## config.mk

```make
export PLATFORM = sky130hd
export DESIGN_NAME = lsolve_front
export DESIGN_NICKNAME = d
export VERILOG_FILES = /design/src/design/lsolve_pkg.sv /design/src/design/lsolve_front.sv
export SDC_FILE = /design/constraint.sdc
export NUM_CORES = 2
export LEC_CHECK = 0
export BUFFER_PORTS_ARGS = -buffer_cell sky130_fd_sc_hd__buf_2
export CORE_MARGIN = 2
export CORE_UTILIZATION = 46
export CTS_CLUSTER_SIZE = 12
export DETAILED_ROUTE_END_ITERATION = 7
export HOLD_SLACK_MARGIN = 0.1
export PLACE_DENSITY = 0.71
export SETUP_SLACK_MARGIN = 0.2
export SYNTH_ARGS = -nofsm -noshare
export SYNTH_HDL_FRONTEND = slang
export SYNTH_SLANG_ARGS = --single-unit
```

## constraint.sdc

```tcl
create_clock -name clk -period 9.7 [get_ports clk]
set_input_delay 1.94 -clock clk [delete_from_list [all_inputs] [get_ports clk]]
set_output_delay 1.94 -clock clk [all_outputs]
set_load 0.005 [all_outputs]
```

## src/design/lsolve_pkg.sv

```systemverilog
// ----------------------------------------------------------------------------
// lsolve_pkg
// Shared types and fixed widths of the 2x2 Cramer's rule solver.
// ----------------------------------------------------------------------------
package lsolve_pkg;

    // width of each solution field, fixed point
    localparam int OUT_W = 48;

    // control word handed from the front end to the divider stages
    typedef struct packed {
        logic valid;
        logic singular;
        logic neg_x;
        logic neg_y;
    } lsolve_ctl_t;

endpackage

```

## src/design/lsolve_front.sv

```systemverilog
// ----------------------------------------------------------------------------
// lsolve_front
// Three-stage front end: products, determinant and numerators, then
// sign and magnitude for the divider lanes.
// ----------------------------------------------------------------------------
module lsolve_front
    import lsolve_pkg::*;
#(
    parameter int COEF_WIDTH = 16,
    parameter int MAG_W      = 2 * COEF_WIDTH
) (
    input  logic                         clk,
    input  logic                         rst_n,
    input  logic                         en,
    input  logic                         in_valid,
    input  logic signed [COEF_WIDTH-1:0] a00,
    input  logic signed [COEF_WIDTH-1:0] a01,
    input  logic signed [COEF_WIDTH-1:0] b0,
    input  logic signed [COEF_WIDTH-1:0] a10,
    input  logic signed [COEF_WIDTH-1:0] a11,
    input  logic signed [COEF_WIDTH-1:0] b1,
    output lsolve_ctl_t                  ctl,
    output logic        [MAG_W-1:0]      det_mag,
    output logic        [MAG_W-1:0]      nx_mag,
    output logic        [MAG_W-1:0]      ny_mag
);

    localparam int PROD_W = 2 * COEF_WIDTH;
    localparam int DIFF_W = PROD_W + 1;

    // stage 1: the six products
    logic                     v1_reg;
    logic signed [PROD_W-1:0] p_reg [6];
    logic signed [PROD_W-1:0] p_next [6];

    // stage 2: exact differences
    logic                     v2_reg;
    logic signed [DIFF_W-1:0] det_reg, nx_reg, ny_reg;
    logic signed [DIFF_W-1:0] det_next, nx_next, ny_next;

    // stage 3: sign and magnitude
    lsolve_ctl_t              ctl_reg, ctl_next;
    logic        [MAG_W-1:0]  det_mag_reg, nx_mag_reg, ny_mag_reg;
    logic        [DIFF_W-1:0] det_abs, nx_abs, ny_abs;

    always_comb
    begin
        p_next[0] = PROD_W'(a00 * a11);
        p_next[1] = PROD_W'(a01 * a10);
        p_next[2] = PROD_W'(a11 * b0);
        p_next[3] = PROD_W'(a01 * b1);
        p_next[4] = PROD_W'(a00 * b1);
        p_next[5] = PROD_W'(a10 * b0);
    end

    always_comb
    begin
        det_next = DIFF_W'(p_reg[0]) - DIFF_W'(p_reg[1]);
        nx_next  = DIFF_W'(p_reg[2]) - DIFF_W'(p_reg[3]);
        ny_next  = DIFF_W'(p_reg[4]) - DIFF_W'(p_reg[5]);
    end

    always_comb
    begin
        det_abs = det_reg[DIFF_W-1] ? DIFF_W'(-det_reg) : DIFF_W'(det_reg);
        nx_abs  = nx_reg[DIFF_W-1]  ? DIFF_W'(-nx_reg)  : DIFF_W'(nx_reg);
        ny_abs  = ny_reg[DIFF_W-1]  ? DIFF_W'(-ny_reg)  : DIFF_W'(ny_reg);

        ctl_next.valid    = v2_reg;
        ctl_next.singular = (det_reg == '0);
        // a zero numerator gives a plain zero, never a negated one
        ctl_next.neg_x    = (nx_reg[DIFF_W-1] ^ det_reg[DIFF_W-1]) && (nx_reg != '0);
        ctl_next.neg_y    = (ny_reg[DIFF_W-1] ^ det_reg[DIFF_W-1]) && (ny_reg != '0);
    end

    always_ff @(posedge clk or negedge rst_n)
    begin
        if (!rst_n)
        begin
            v1_reg  <= 1'b0;
            v2_reg  <= 1'b0;
            ctl_reg <= '0;
        end
        else if (en)
        begin
            v1_reg  <= in_valid;
            v2_reg  <= v1_reg;
            ctl_reg <= ctl_next;
        end
    end

    always_ff @(posedge clk)
    begin
        if (en)
        begin
            p_reg       <= p_next;
            det_reg     <= det_next;
            nx_reg      <= nx_next;
            ny_reg      <= ny_next;
            det_mag_reg <= det_abs[MAG_W-1:0];
            nx_mag_reg  <= nx_abs[MAG_W-1:0];
            ny_mag_reg  <= ny_abs[MAG_W-1:0];
        end
    end

    assign ctl     = ctl_reg;
    assign det_mag = det_mag_reg;
    assign nx_mag  = nx_mag_reg;
    assign ny_mag  = ny_mag_reg;

endmodule

```

==> metrics <==
status=complete, no violations; worst r2r path cells=12; Hold Worst Slack=slightly above 0.5 ns; final setup violation count=0; number of synthesized flops with an enable pin=387; crit end category=flip-flop; Avg Cell Area, Syn=9.77 µm²; number of flip-flops in the largest register=about 190; worst endpoint required time=between 10 and 15 ns; final setup margin=about 1.4 ns; fin util=between 40% and 50%; Clock Latency Late Sink=~0.68 ns; worst hold path class=reg -> reg; max frequency=between 100 and 150 MHz; hpwl dp=between 150000 and 200000 µm; DP Worst Slack=0.773 ns; most used cell, CP=fa_1; initial DRC count=3405; max_slew headroom=28.6%; Area Growth Syn to Fin=6.17%; Remaining Overflow, GRT=0; max-slew violations=0; post-synthesis sequential area ratio=around 15%; Die Ht=~410 µm; first-pass GRT wire length=between 300000 and 400000 µm; Final ANT Viol Nets=0; Critical Path Start Type=input pin; critical path arrival=8.73 ns; most frequent cells in the layout=inv_1 (1871), fa_1 (1575), nand2_1 (833), and2_1 (755), ha_1 (591); max cap viols=0; commonest non-fill, non-tap cell in the layout=inv_1; syn_nets=just over 10000; Filler cells=between 15000 and 20000; Crit Path Class=in -> reg; DR pass1 iterations=6; largest net degree at the start of global routing=between 150 and 200; vias per cell=approximately 5.3; minimum clock period=approximately 8.3 ns; DRC=0; Least-Margin Pin Slew=approximately 1.1 ns; Num CTS Buffers=47; Total Routing Usage GR=about a quarter; clock root buffer=clkbuf_16; vias in the first global route=a little under 60000; Max clock buf depth=3; DR WL/cell=between 15 and 20 µm; Most used DFF post-synth=edfxtp_1; CTS resizes=0; Synth Instances=between 7000 and 8000; Syn Std Cell Area=between 70000 and 80000 µm²; Yosys warnings=0; Die Wd=414 µm; core area=~170000 µm²; Synth cell types=75; CP max-delay cell=buf_2; count of state elements after synthesis=a little under 400; crit-path cells=buf_2, nand2_1, fa_1, fa_1, fa_1, inv_1, fa_1, fa_1, inv_1, fa_1, inv_1, ha_1, a21oi_1, o21ai_0, a21o_1, a21oi_1, a31oi_1, o41a_1, and4_1, a2111o_1, a21oi_1, xnor2_1; RSZ-0062 raised after global routing=false; Starting Density=a little under half; CP peak stage delay=roughly 0.71 ns; Async S/R FF share, synth=between 1.5 and 2%; fin nets=10199; Sum Neg Setup Slack=0 ns; critical path fanouts, max=32; PortBufs=199; initial antenna violation count=23; period utilization=85.9%; # rows=150; clk slew on worst S/H paths=0.06 ns; Final Hold Vio Count=0; CTS tree=done; Post-CTS Hold Fix Bufs=0; hold depth=0; GPL Wtd Cong=just over 0.9; setup bufs post-CTS=0; final wirelength=198000 µm; # clock sinks=393; Final Skew=slightly above 0.05 ns; io pins=200; Die Area=around 170000 µm²; total number of vias=53877; share of cells above drive strength 1=under 10%; H-tree levels=2
-- cell usage after synthesis, types with 17 or more instances --
master    count  share of area, %
nor2b_1      30              0.24
o21a_1       41              0.40
nor3_1       27              0.17
o211ai_1     17              0.17
or3_1        17              0.14
nand3_1      40              0.26
and3_1       25              0.20
nor2_1      195              0.95
o21bai_1     24              0.23
and2_1      755               6.1
a21o_1      126               1.2
clkbuf_1    298               1.4
nand2b_1     64              0.52
a31oi_1      20              0.16
xor2_1       74              0.84
nand2_1     833               4.0
a211oi_1     19              0.18
a21oi_1     234               1.5
o21ai_0     133              0.86
o31ai_1      33              0.32
xnor2_1     309               3.5
ha_1        591               9.6
fa_1       1575                41
inv_1      1871               9.1
edfxtp_1    387                15
-- layout make-up --
| class | count | area [µm²] | area share (%) |
|---|---|---|---|
| Multi-Input combinational cell | 5348 | 57400 | 69.9 |
| Tap cell | 2204 | 2760 | 3.36 |
| Clock inverter | 28 | 295 | 0.360 |
| Timing Repair Buffer | 272 | 1590 | 1.94 |
| Clock buffer | 56 | 1210 | 1.47 |
| Inverter | 1871 | 7020 | 8.56 |
| Sequential cell | 393 | 11800 | 14.3 |
| Antenna cell | 18 | 45.0 | 0.0549 |
-- through the flow --
step / cells / area (µm²)
6_report: 10190 / 82100
5_1_grt: 10182 / 82000
4_1_cts: 10172 / 82000
3_5_place_dp: 10088 / 80500
3_3_place_gp: 10088 / 80500
2_1_floorplan: 7913 / 77300
-- cells by family after synthesis --
| logic type | Yosys count | synth area share [%] |
|---|---|---|
| buf+inv | 2172 | 10.5 |
| fa+ha+maj | 2166 | 50.4 |
| simple gates | 2051 | 13.3 |
| compound gates | 740 | 6.16 |
| flops | 393 | 15.2 |
| xor+xnor | 383 | 4.34 |
| mux | 8 | 0.115 |
-- layer usage --
layer  GRT usage, %  vias to the layer above  routed length, µm
met5              0                        -                 79
met3           3.30                      514              12100
met4           13.2                       14              12600
met1           28.4                    27644              74300
met2           41.4                     1757              98600
li1               -                    23948                  -
-- worst paths after layout --
check	startpoint	end	slack, ns
worst max-delay path	b1[1]	p_reg[62]	1.36
worst min-delay path	ny_reg[0]	ny_mag[0]	0.51
worst max register to register	p_reg[64]	nx_reg[32]	5.78
worst min register to register	ny_reg[0]	ny_mag[0]	0.51
max in group asynchronous	rst_n	v2_reg	8.43
min in group asynchronous	rst_n	v1_reg	1.12
-- worst max-delay path, delay by kind of cell --
kind,cells,cell delay (ns)
simple gates,2,0.43
buf+inv,4,0.87
fa+ha+maj,7,3.39
xor+xnor,1,0.08
compound gates,8,2.00
Power is left out: the tool's default activity adds up to more than one toggle a clock period on the data nets, which glitch-free logic cannot reach.
